--- src/rtl/uer_pkg.sv ---
`default_nettype none
package uer_pkg;

  localparam int TIME_W = 32;
  localparam int CFG_W = 16;
  localparam int CFG_IDX_W = 3;

  typedef logic [TIME_W-1:0] time_t;

  localparam logic [1:0] KIND_UPDATE = 2'd0;
  localparam logic [1:0] KIND_TICK = 2'd1;
  localparam logic [1:0] KIND_REQUEST = 2'd2;

  localparam logic [2:0] PH_IDLE = 3'd0;
  localparam logic [2:0] PH_TRIGGER = 3'd1;
  localparam logic [2:0] PH_WAIT_RISE = 3'd2;
  localparam logic [2:0] PH_MEASURING = 3'd3;
  localparam logic [2:0] PH_COMPLETE = 3'd4;

  localparam logic [CFG_IDX_W-1:0] REG_MIN_INTERVAL = 3'd0;
  localparam logic [CFG_IDX_W-1:0] REG_RISE_TIMEOUT = 3'd1;
  localparam logic [CFG_IDX_W-1:0] REG_FALL_TIMEOUT = 3'd2;
  localparam logic [CFG_IDX_W-1:0] REG_SCALE = 3'd3;
  localparam logic [CFG_IDX_W-1:0] REG_MAX_RANGE = 3'd4;
  localparam logic [CFG_IDX_W-1:0] REG_MIN_RANGE = 3'd5;

  localparam logic [15:0] RST_MIN_INTERVAL = 16'd60;
  localparam logic [7:0] RST_RISE_TIMEOUT = 8'd5;
  localparam logic [7:0] RST_FALL_TIMEOUT = 8'd26;
  localparam logic [7:0] RST_SCALE = 8'd17;
  localparam logic [15:0] RST_MAX_RANGE = 16'd450;
  localparam logic [15:0] RST_MIN_RANGE = 16'd2;

  typedef struct packed {
    logic [15:0] min_interval_ms;
    logic [7:0]  rise_timeout_ms;
    logic [7:0]  fall_timeout_ms;
    logic [7:0]  scale_per_ms;
    logic [15:0] max_range;
    logic [15:0] min_range;
  } cfg_t;

  typedef struct packed {
    logic        big;
    logic [15:0] ms;
  } width_t;

endpackage
`default_nettype wire

--- src/rtl/uer_in_if.sv ---
`default_nettype none
interface uer_in_if;
  logic       valid;
  logic       ready;
  logic [1:0] kind;
  logic       echo_level;

  modport source (output valid, output kind, output echo_level, input ready);
  modport sink (input valid, input kind, input echo_level, output ready);
endinterface
`default_nettype wire

--- src/rtl/uer_out_if.sv ---
`default_nettype none
interface uer_out_if;
  logic        valid;
  logic        ready;
  logic        trigger_pulse;
  logic [15:0] distance_cm;
  logic        done_res;
  logic [2:0]  phase;

  modport source (output valid, output trigger_pulse, output distance_cm,
                  output done_res, output phase, input ready);
  modport sink (input valid, input trigger_pulse, input distance_cm,
                input done_res, input phase, output ready);
endinterface
`default_nettype wire

--- src/rtl/uer_dist.sv ---
`default_nettype none
module uer_dist (
  input  wire uer_pkg::cfg_t   cfg,
  input  wire uer_pkg::width_t wid,
  output logic [15:0]          range_cm
);

  logic [23:0] prod;
  logic [23:0] raw;
  logic [23:0] clamped;

  assign prod = {8'd0, wid.ms} * {16'd0, cfg.scale_per_ms};

  always_comb begin
    if (wid.big) begin
      raw = (cfg.scale_per_ms == 8'd0) ? 24'd0 : {8'd0, cfg.max_range};
    end else begin
      raw = prod;
    end
    clamped = (raw > {8'd0, cfg.max_range}) ? {8'd0, cfg.max_range} : raw;
    range_cm = (clamped < {8'd0, cfg.min_range}) ? 16'd0 : clamped[15:0];
  end

endmodule
`default_nettype wire

--- src/rtl/ultrasonic_echo_ranger_unit.sv ---
// An accepted request's result is registered directly into the output register.
// Throughput: one request per cycle; the output register holds a stalled result
// and the next request is taken in the cycle that result leaves.
// Reset: synchronous, active low; clears the phase to idle, all timers and the
// pending flag to zero and loads the register defaults. No clearing pass.
`default_nettype none
module ultrasonic_echo_ranger_unit (
  input  wire                                 clk,
  input  wire                                 rst_n,
  input  wire                                 cfg_we,
  input  wire [uer_pkg::CFG_IDX_W-1:0]        cfg_idx,
  input  wire [uer_pkg::CFG_W-1:0]            cfg_data,
  uer_in_if.sink                              in_chan,
  uer_out_if.source                           out_chan
);

  typedef enum logic [2:0] {
    ST_IDLE      = uer_pkg::PH_IDLE,
    ST_TRIGGER   = uer_pkg::PH_TRIGGER,
    ST_WAIT_RISE = uer_pkg::PH_WAIT_RISE,
    ST_MEASURING = uer_pkg::PH_MEASURING,
    ST_COMPLETE  = uer_pkg::PH_COMPLETE
  } state_t;

  uer_pkg::cfg_t   cfg_r;
  state_t          phase_r, phase_nxt;
  uer_pkg::time_t  now_r, now_nxt;
  uer_pkg::time_t  last_r, last_nxt;
  uer_pkg::time_t  rise_r, rise_nxt;
  uer_pkg::time_t  deadline_r, deadline_nxt;
  logic            pend_r, pend_nxt;
  logic [15:0]     dist_r, dist_nxt;
  uer_pkg::width_t width_r, width_nxt;
  logic            trig_nxt, done_nxt;

  logic            out_valid_r;
  logic            out_trig_r;
  logic            out_done_r;
  logic [15:0]     out_dist_r;
  logic [2:0]      out_phase_r;

  uer_pkg::time_t  elapsed;
  uer_pkg::time_t  width_full;
  logic            expired;
  logic            accept;
  logic [15:0]     calc_dist;

  uer_dist u_dist (
    .cfg      (cfg_r),
    .wid      (width_r),
    .range_cm (calc_dist)
  );

  assign in_chan.ready = ~out_valid_r | out_chan.ready;
  assign accept = in_chan.valid & in_chan.ready;

  assign elapsed = now_r - last_r;
  assign width_full = now_r - rise_r;
  assign expired = now_r > deadline_r;

  always_comb begin
    phase_nxt = phase_r;
    now_nxt = now_r;
    last_nxt = last_r;
    rise_nxt = rise_r;
    deadline_nxt = deadline_r;
    pend_nxt = pend_r;
    dist_nxt = dist_r;
    width_nxt = width_r;
    trig_nxt = 1'b0;
    done_nxt = 1'b0;
    if (accept) begin
      unique case (in_chan.kind)
        uer_pkg::KIND_TICK: begin
          now_nxt = now_r + uer_pkg::time_t'(1);
        end
        uer_pkg::KIND_REQUEST: begin
          if (phase_r == ST_IDLE) begin
            pend_nxt = 1'b1;
          end
        end
        uer_pkg::KIND_UPDATE: begin
          unique case (phase_r)
            ST_IDLE: begin
              if (pend_r && elapsed >= uer_pkg::time_t'(cfg_r.min_interval_ms)) begin
                phase_nxt = ST_TRIGGER;
                pend_nxt = 1'b0;
                last_nxt = now_r;
              end
            end
            ST_TRIGGER: begin
              trig_nxt = 1'b1;
              rise_nxt = '0;
              deadline_nxt = now_r + uer_pkg::time_t'(cfg_r.rise_timeout_ms);
              phase_nxt = ST_WAIT_RISE;
            end
            ST_WAIT_RISE: begin
              if (expired) begin
                phase_nxt = ST_IDLE;
                dist_nxt = 16'd0;
                done_nxt = 1'b1;
              end else if (in_chan.echo_level) begin
                rise_nxt = now_r;
                deadline_nxt = now_r + uer_pkg::time_t'(cfg_r.fall_timeout_ms);
                phase_nxt = ST_MEASURING;
              end
            end
            ST_MEASURING: begin
              if (expired || !in_chan.echo_level) begin
                width_nxt.big = (width_full >> 16) != '0;
                width_nxt.ms = width_full[15:0];
                phase_nxt = ST_COMPLETE;
              end
            end
            ST_COMPLETE: begin
              dist_nxt = calc_dist;
              done_nxt = 1'b1;
              phase_nxt = ST_IDLE;
            end
            default: begin
              phase_nxt = ST_IDLE;
            end
          endcase
        end
        default: ;
      endcase
    end
  end

  always_ff @(posedge clk) begin
    if (!rst_n) begin
      cfg_r.min_interval_ms <= uer_pkg::RST_MIN_INTERVAL;
      cfg_r.rise_timeout_ms <= uer_pkg::RST_RISE_TIMEOUT;
      cfg_r.fall_timeout_ms <= uer_pkg::RST_FALL_TIMEOUT;
      cfg_r.scale_per_ms <= uer_pkg::RST_SCALE;
      cfg_r.max_range <= uer_pkg::RST_MAX_RANGE;
      cfg_r.min_range <= uer_pkg::RST_MIN_RANGE;
    end else if (cfg_we) begin
      unique case (cfg_idx)
        uer_pkg::REG_MIN_INTERVAL: cfg_r.min_interval_ms <= cfg_data;
        uer_pkg::REG_RISE_TIMEOUT: cfg_r.rise_timeout_ms <= cfg_data[7:0];
        uer_pkg::REG_FALL_TIMEOUT: cfg_r.fall_timeout_ms <= cfg_data[7:0];
        uer_pkg::REG_SCALE:        cfg_r.scale_per_ms <= cfg_data[7:0];
        uer_pkg::REG_MAX_RANGE:    cfg_r.max_range <= cfg_data;
        uer_pkg::REG_MIN_RANGE:    cfg_r.min_range <= cfg_data;
        default: ;
      endcase
    end
  end

  always_ff @(posedge clk) begin
    if (!rst_n) begin
      phase_r <= ST_IDLE;
      now_r <= '0;
      last_r <= '0;
      rise_r <= '0;
      deadline_r <= '0;
      pend_r <= 1'b0;
      dist_r <= 16'd0;
      out_valid_r <= 1'b0;
    end else begin
      phase_r <= phase_nxt;
      now_r <= now_nxt;
      last_r <= last_nxt;
      rise_r <= rise_nxt;
      deadline_r <= deadline_nxt;
      pend_r <= pend_nxt;
      dist_r <= dist_nxt;
      width_r <= width_nxt;
      if (accept) begin
        out_valid_r <= 1'b1;
        out_trig_r <= trig_nxt;
        out_done_r <= done_nxt;
        out_dist_r <= dist_nxt;
        out_phase_r <= phase_nxt;
      end else if (out_chan.ready) begin
        out_valid_r <= 1'b0;
      end
    end
  end

  assign out_chan.valid = out_valid_r;
  assign out_chan.trigger_pulse = out_trig_r;
  assign out_chan.done_res = out_done_r;
  assign out_chan.distance_cm = out_dist_r;
  assign out_chan.phase = out_phase_r;

endmodule
`default_nettype wire

--- src/flat_wrapper.sv ---
// flat-port wrapper written by rule: the top's interface ports become plain ports
module ultrasonic_echo_ranger_unit_flat 
  (clk, rst_n, cfg_we, cfg_idx, cfg_data, in_chan_valid, in_chan_kind, in_chan_echo_level, in_chan_ready, out_chan_valid, out_chan_trigger_pulse, out_chan_distance_cm, out_chan_done_res, out_chan_phase, out_chan_ready);
  uer_in_if in_chan_i ();
  uer_out_if out_chan_i ();
  input  wire clk;
  input  wire rst_n;
  input  wire cfg_we;
  input  wire [uer_pkg::CFG_IDX_W-1:0] cfg_idx;
  input  wire [uer_pkg::CFG_W-1:0] cfg_data;
  input wire logic [$bits(in_chan_i.valid)-1:0] in_chan_valid;
  input wire logic [$bits(in_chan_i.kind)-1:0] in_chan_kind;
  input wire logic [$bits(in_chan_i.echo_level)-1:0] in_chan_echo_level;
  output wire logic [$bits(in_chan_i.ready)-1:0] in_chan_ready;
  output wire logic [$bits(out_chan_i.valid)-1:0] out_chan_valid;
  output wire logic [$bits(out_chan_i.trigger_pulse)-1:0] out_chan_trigger_pulse;
  output wire logic [$bits(out_chan_i.distance_cm)-1:0] out_chan_distance_cm;
  output wire logic [$bits(out_chan_i.done_res)-1:0] out_chan_done_res;
  output wire logic [$bits(out_chan_i.phase)-1:0] out_chan_phase;
  input wire logic [$bits(out_chan_i.ready)-1:0] out_chan_ready;
  assign in_chan_i.valid = in_chan_valid;
  assign in_chan_i.kind = in_chan_kind;
  assign in_chan_i.echo_level = in_chan_echo_level;
  assign in_chan_ready = in_chan_i.ready;
  assign out_chan_valid = out_chan_i.valid;
  assign out_chan_trigger_pulse = out_chan_i.trigger_pulse;
  assign out_chan_distance_cm = out_chan_i.distance_cm;
  assign out_chan_done_res = out_chan_i.done_res;
  assign out_chan_phase = out_chan_i.phase;
  assign out_chan_i.ready = out_chan_ready;
  ultrasonic_echo_ranger_unit u_core (.clk(clk), .rst_n(rst_n), .cfg_we(cfg_we), .cfg_idx(cfg_idx), .cfg_data(cfg_data), .in_chan(in_chan_i), .out_chan(out_chan_i));
endmodule
--- config.mk ---
export PLATFORM = sky130hd
export DESIGN_NAME = ultrasonic_echo_ranger_unit_flat
export DESIGN_NICKNAME = d
export VERILOG_FILES = /design/src/rtl/uer_pkg.sv /design/src/rtl/uer_in_if.sv /design/src/rtl/uer_out_if.sv /design/src/rtl/uer_dist.sv /design/src/rtl/ultrasonic_echo_ranger_unit.sv /design/src/flat_wrapper.sv
export SDC_FILE = /design/constraint.sdc
export NUM_CORES = 1
export LEC_CHECK = 0
export BUFFER_PORTS_ARGS = -buffer_cell sky130_fd_sc_hd__clkbuf_2
export CAP_MARGIN = 20
export CORE_ASPECT_RATIO = 0.6
export CORE_MARGIN = 3
export CORE_UTILIZATION = 30
export DETAILED_ROUTE_END_ITERATION = 8
export GPL_TIMING_DRIVEN = 0
export PLACE_DENSITY = 0.52
export SLEW_MARGIN = 40
export SYNTH_ARGS = -nofsm -noshare
export SYNTH_HDL_FRONTEND = slang
export SYNTH_SLANG_ARGS = --single-unit
--- constraint.sdc ---
create_clock -name clk -period 10.8 [get_ports clk]
set_input_delay 0.54 -clock clk [delete_from_list [all_inputs] [get_ports clk]]
set_output_delay 0.54 -clock clk [all_outputs]
set_load 0.05 [all_outputs]
==> flow_summary.json, run 1 <==
{
  "status": "finished clean",
  "crit_path_top_delay_cell": "fa_1",
  "clock_skew_ns": 0.0279,
  "dp_slack_ns": -0.0878,
  "grt_pass1_wl_um": 97200,
  "cp_data_required_time_ns": 11.13,
  "power_density_mw_per_mm2": 95.5,
  "relSlewSlack": 0.462,
  "h-tree-depth": 1,
  "fmax_mhz": 98.4,
  "min_path_type": "in2reg",
  "path_class": "reg2reg",
  "tightest_slew_ns": 0.806,
  "setup_slack_ns": 0.640,
  "wl_per_cell_um": 18.0,
  "slew_violations": 0,
  "synth_cell_type_count": 80,
  "seq_area_frac_synth": 0.272,
  "netlist_top_cells_area": "dfxtp_1 22%, ha_1 12%, fa_1 8.5%, nand2_1 6.1%, edfxtp_1 5.6%",
  "grt_max_degree": 22,
  "die_height_um": 208,
  "cts_tree": "done",
  "leakagePower_nw": 9.81,
  "maxCapViolCount": 0,
  "grt_pass1_vias": 16900,
  "ant_nets": 0,
  "die-area_mm2": 0.0716,
  "die_x_um": 343,
  "viasPerCell": 5.15,
  "core_mm2": 0.0670,
  "clock_latency_ns": 0.57,
  "tns_ns": 0,
  "ys_top_cells_by_count": "334 x nand2_1, 282 x inv_1, 221 x dfxtp_1",
  "drtIter0Drc": 1496,
  "synthArstFlopShare": 0,
  "start_util": 0.306,
  "crit_buf_inv": 9,
  "ctsHoldBuffers": 0,
  "ys_ff_latch": 259,
  "syn_nets": 2776,
  "critPathLaunchType": "register",
  "synthCells": 2468,
  "num_vias": 17900,
  "vdd_drop_max_mv": 0.106,
  "cts_root_buf": "clkbuf_16",
  "ios": 50,
  "clk_pin_slew_worst_paths_ns": 0.07,
  "syn_avg_cell_area_um2": 8.30,
  "synth_top_flop_cell": "dfxtp_1",
  "dpl.hpwl_um": 50600,
  "wl_um": 62400,
  "synth_edf_count": 38,
  "rows": 73,
  "n_antenna_cell": 0,
  "clk_path_buf_depth": 3,
  "grt.overflow.total": 0,
  "rsz0062_at_grt": "no",
  "drcViolationCount": 0,
  "drive_gt1_frac": 0.0661,
  "syn_area_mm2": 0.0205,
  "hold_violations": 0,
  "crit_fanout": 10,
  "synth_warnings": 0,
  "synth.top_cell.area_share": 0.216,
  "grt.total_usage": 0.171,
  "cpLargestDelayFamily": "compound AO/OA/AOI/OAI gates",
  "cts_buffers": 29,
  "endpoint_kind": "register",
  "gp_congestion": 0.882,
  "clock-sinks": 259,
  "port_buffers": 48,
  "setup_viol": 0,
  "period_share": 0.941,
  "yosysMostFrequentCell": "nand2_1",
  "period_minus_slack_ns": 10.16,
  "fin_nets": 2857,
  "fill_cells": 6914,
  "whs_ns": 0.221,
  "critPathArrivalTime_ns": 10.49,
  "max_stage_delay_ns": 0.55,
  "synthToLayoutAreaGrowth_pct": 11.9,
  "drtPass1Iterations": 5,
  "yosysTopAreaCell": "dfxtp_1",
  "antenna_found_initial": 2
}
## area by class of cell
class | count | area (µm²) | share of cell area
timing repair buffer | 50 | 255 | 0.0111
clock inverter | 15 | 168 | 0.00731
sequential | 259 | 5570 | 0.243
multi-input combinational | 1826 | 13500 | 0.590
inverter | 282 | 1060 | 0.0462
tap | 900 | 1130 | 0.0491
buffer | 101 | 419 | 0.0183
clock buffer | 38 | 810 | 0.0353
## metrics by stage
| step | utilization | cell area (µm²) | power [mW] | cells |
|---|---|---|---|---|
| finish | 0.342 | 22900 | 2.19 | 3471 |
| global route | 0.342 | 22900 | 2.26 | 3471 |
| CTS | 0.342 | 22900 | 2.21 | 3469 |
| detailed placement | 0.327 | 21900 | 1.17 | 3416 |
| global placement | 0.326 | 21900 | 1.17 | 3416 |
| floorplan | - | 20500 | 1.11 | 2468 |
## layout by cell type, fill, tap and decap left out, types with 22 or more instances in the layout
| cell type | count |
|---|---|
| xnor2_1 | 60 |
| a22o_1 | 52 |
| clkbuf_16 | 29 |
| and2_1 | 117 |
| mux2i_1 | 50 |
| xor2_1 | 49 |
| a211oi_1 | 37 |
| dfxtp_1 | 215 |
| clkbuf_2 | 55 |
| inv_1 | 282 |
| nor3_1 | 25 |
| nand3_1 | 59 |
| edfxtp_1 | 38 |
| nand4_1 | 28 |
| clkbuf_1 | 86 |
| o21ai_0 | 72 |
| nor2_1 | 137 |
| nand2b_1 | 22 |
| nand2_1 | 334 |
| a21oi_1 | 167 |
| o211ai_1 | 24 |
| ha_1 | 194 |
| mux2_2 | 24 |
| fa_1 | 87 |
| a21o_1 | 49 |
## worst paths after layout
| kind | from | to | slack (ns) | cells past startpoint |
|---|---|---|---|---|
| hold / removal | in_chan_valid | u_core.out_chan.valid$_SDFFE_PN0P_ | 0.22 | 3 |
| hold reg to reg | u_core.cfg_r[2]$_SDFFE_PN0P_ | u_core.cfg_r[2]$_SDFFE_PN0P_ | 0.45 | 2 |
| setup reg to reg | u_core.cfg_r[36]$_SDFFE_PN1P_ | u_core.out_chan.distance_cm[12]$_DFFE_PP_ | 0.64 | 39 |
| setup / recovery | u_core.cfg_r[36]$_SDFFE_PN1P_ | u_core.out_chan.distance_cm[12]$_DFFE_PP_ | 0.64 | 39 |
## timing repair
action                     4_1_cts  5_1_grt
setup endpoints to repair       26       32
pin swaps                        0        1
setup buffers                    0        2
resized for setup                3       17
## worst register-to-register path, delay by kind of cell (launching register included)
family / cells / cell delay [ns]
multiplexers: 1 / 0.34
AO/OA/AOI/OAI: 15 / 3.62
buffers and inverters: 9 / 1.41
AND/OR/NAND/NOR: 6 / 0.78
adder cells (fa/ha/maj): 7 / 3.00
flip-flops: 1 / 0.46
XOR/XNOR: 1 / 0.33
## metal layers
metal  up-vias  share of wire  GRT usage
li1       8651              -          -
met1      8588           0.55      0.292
met2       551           0.35      0.212
met3        69          0.079     0.0326
met4         2          0.015     0.0283
met5         -        0.00027          0
## flip-flops by register name, indices dropped and copies added, names as in the netlist, 3 cells and up
| signal | flops |
|---|---|
| u_core.width_r | 17 |
| u_core.phase_r | 3 |
| u_core.deadline_r | 32 |
| u_core.dist_r | 16 |
| u_core.now_r | 32 |
| u_core.out_chan.phase | 3 |
| u_core.cfg_r | 72 |
| u_core.out_chan.distance_cm | 16 |
| u_core.rise_r | 32 |
| u_core.last_r | 32 |
## logic make-up (layout without fill, tap and decap cells)
family                     count (synthesis)  in the layout  synth area share
xor gates and xnor gates                 112            112            0.0479
muxes                                     75             75            0.0387
and+or+nand+nor                          819            819             0.190
DFF                                      259            259             0.272
buffers and inverters                    383            486            0.0717
adders and majority gates                281            281             0.203
AOI/OAI and AO/OA                        539            539             0.176
## power breakdown
part	internal (mW)	total, mW	switching, mW
registers	0.986	0.995	0.00830
logic	0.0504	0.162	0.111
clock network	0.601	1.03	0.433
Power figures use the tool's default switching activity.
==> inputs of run 2 (changes only) <==
--- a/config.mk
+++ b/config.mk
@@ -12,8 +12,8 @@
 export CORE_UTILIZATION = 30
 export DETAILED_ROUTE_END_ITERATION = 8
 export GPL_TIMING_DRIVEN = 0
-export PLACE_DENSITY = 0.52
 export SLEW_MARGIN = 40
 export SYNTH_ARGS = -nofsm -noshare
 export SYNTH_HDL_FRONTEND = slang
+export SYNTH_HIERARCHICAL = 1
 export SYNTH_SLANG_ARGS = --single-unit
==> flow_summary.json, run 2 <==
{
  "grt_pass1_wl_um": 104000,
  "rr_worst_depth": 38,
  "grt.total_usage": 0.171,
  "final_cell_mix": "359 x nand2_1, 290 x inv_1, 215 x dfxtp_1",
  "syn_avg_cell_area_um2": 8.18,
  "r2r-start": "u_core/cfg_r[39]$_SDFFE_PN0P_",
  "synthArstFlopShare": 0,
  "core_mm2": 0.0722,
  "cts_buffers": 27,
  "post_dp_cell_area_mm2": 0.0235,
  "synth_cell_type_count": 104,
  "status": "finished clean",
  "top_register": "u_core/cfg_r",
  "drcViolationCount": 0,
  "cts_root_buf": "clkbuf_16",
  "worstSetupPathDepth": 38,
  "crit_fanout": 10,
  "seq_area_frac_synth": 0.253,
  "maxCapViolCount": 0,
  "regToRegSetupSlack_ns": 0.30,
  "synth_top_flop_cell": "dfxtp_1",
  "routed.top_layer": "met5",
  "crit_buf_inv": 7,
  "final_util": 0.341,
  "holdPathStages": 3,
  "grt.overflow.total": 0,
  "yosysMostFrequentCell": "nand2_1",
  "clk_path_buf_depth": 3,
  "h-tree-depth": 1,
  "ios": 50,
  "drtPass1Iterations": 7,
  "wl_met2_um": 22100,
  "synthCells": 2690,
  "fin_area_mm2": 0.0246,
  "slew_violations": 0,
  "regToRegEndpoint": "u_core/out_chan.distance_cm[1]$_DFFE_PP_",
  "tightest_slew_ns": 0.854,
  "cpLargestDelayFamily": "compound AO/OA/AOI/OAI gates",
  "critPathArrivalTime_ns": 10.81,
  "antenna_found_initial": 2,
  "viasPerCell": 5.20,
  "clock_latency_ns": 0.58,
  "crit_path_start": "u_core/cfg_r[39]$_SDFFE_PN0P_",
  "period_share": 0.972,
  "endpoint_kind": "register",
  "cts_tree": "done",
  "grt_max_degree": 19,
  "wl_per_cell_um": 17.9,
  "largest_reg_flops": 72,
  "clock_skew_ns": 0.0286,
  "port_buffers": 48,
  "vdd_drop_max_mv": 0.118,
  "drtIter0Drc": 2171,
  "syn_area_mm2": 0.0220,
  "hold_violations": 0,
  "critPathLaunchType": "register",
  "clock-sinks": 259,
  "cp-endpoint": "u_core/out_chan.distance_cm[1]$_DFFE_PP_",
  "leakagePower_nw": 10.8,
  "grt_pass1_vias": 17500,
  "path_class": "reg2reg",
  "netlist_top_cells_area": "dfxtp_1 20%, ha_1 11%, fa_1 7.9%, nand2_1 6.1%, edfxtp_1 5.2%",
  "dpl.hpwl_um": 54600,
  "m1WireLength_um": 36800,
  "synth_edf_count": 38,
  "synth_warnings": 6,
  "start_util": 0.305,
  "ant_nets": 0,
  "layout_commonest_cell": "nand2_1",
  "ys_ff_latch": 259,
  "period_minus_slack_ns": 10.50,
  "rows": 76,
  "cp_data_required_time_ns": 11.12,
  "syn_nets": 2998,
  "ctsHoldBuffers": 0,
  "fill_cells": 7512,
  "power.total_mw": 2.26,
  "setup_viol": 0,
  "drive_gt1_frac": 0.0962,
  "num_vias": 19600,
  "synth.top_cell.area_share": 0.201,
  "die-area_mm2": 0.0767,
  "die_x_um": 356,
  "power_density_mw_per_mm2": 91.7,
  "max_stage_delay_ns": 0.56,
  "wl_um": 67500,
  "yosysTopAreaCell": "dfxtp_1",
  "fin_nets": 3083,
  "clk_pin_slew_worst_paths_ns": 0.07,
  "min_path_type": "in2reg",
  "fmax_mhz": 95.3,
  "synthToLayoutAreaGrowth_pct": 11.9,
  "met3WireLength_um": 7840,
  "die_height_um": 216,
  "crit_path_top_delay_cell": "xor2_1",
  "gp_congestion": 0.949,
  "relSlewSlack": 0.430,
  "ys_top_cells_by_count": "359 x nand2_1, 290 x inv_1, 221 x dfxtp_1"
}
-- run 2: cell count changes in the layout (fill, tap and decap cells not counted), moves of 19 or more --
cell	previous run	this run
a2bb2oi_1	0	33
nor3_1	25	61
o21ai_0	72	137
nand2_1	334	359
nor2_1	137	115
a21oi_1	167	186
a22o_1	52	0
mux2i_1	50	9
and3_2	0	23
o311ai_1	0	33
-- run 2: per-stage QoR --
stage                     TNS (ns)  cells  worst slack [ns]  hold slack, ns
after floorplan                  0   2690              2.11           0.433
after global placement      -17.41   3713            -0.752           0.440
after detailed placement    -15.86   3718            -0.635           0.447
after CTS                        0   3769            0.0578           0.240
after global routing       -0.0269   3771           -0.0177           0.256
final                            0   3772             0.302           0.258
-- run 2: area by class of cell --
class / count / area, µm² / area share
Inverter: 291 / 1090 / 0.0444
Buffer: 140 / 815 / 0.0331
Multi-Input combinational cell: 2000 / 14700 / 0.595
Clock inverter: 19 / 244 / 0.00991
Sequential cell: 259 / 5570 / 0.226
Antenna cell: 1 / 2.50 / 0.000102
Clock buffer: 31 / 721 / 0.0293
Tap cell: 975 / 1220 / 0.0496
Timing Repair Buffer: 56 / 298 / 0.0121
-- run 2: worst min-delay path: stages --
cell	delay (ns)
clkbuf_2	0.13
nand2_1	0.07
a21oi_1	0.05
-- run 2: report_power, final --
group / switching [mW] / internal, mW / total, mW
Clock: 0.436 / 0.604 / 1.04
Combinational: 0.153 / 0.0713 / 0.224
Sequential: 0.00792 / 0.986 / 0.994
-- run 2: worst min-delay path by stage --
stage                                              from                       endpoint
after floorplan           u_core/cfg_r[40]$_SDFFE_PN0P_  u_core/cfg_r[40]$_SDFFE_PN0P_
after global placement    u_core/cfg_r[46]$_SDFFE_PN0P_  u_core/cfg_r[46]$_SDFFE_PN0P_
after detailed placement  u_core/cfg_r[57]$_SDFFE_PN0P_  u_core/cfg_r[57]$_SDFFE_PN0P_
after CTS                                  cfg_data[10]  u_core/cfg_r[10]$_SDFFE_PN0P_
after global routing                       cfg_data[15]  u_core/cfg_r[31]$_SDFFE_PN0P_
final                                      cfg_data[10]  u_core/cfg_r[10]$_SDFFE_PN0P_
-- run 2: cells by family after synthesis --
family          share of synthesized area
buf+inv                            0.0862
xor+xnor                           0.0453
mux                                0.0128
flops                               0.253
fa+ha+maj                           0.190
simple gates                        0.209
compound gates                      0.205
-- run 2: metal layers --
layer,track usage,vias to the layer above
li1,-,9542
met1,0.301,9242
met2,0.191,765
met3,0.0499,51
met4,0.0181,4
met5,0,-
-- run 2: what timing repair did --
action	in CTS	in global routing
setup buffers	1	2
hold endpoints to repair	0	0
gates resized for setup	9	25
endpoints found under the setup margin	32	32
pin swaps	1	3
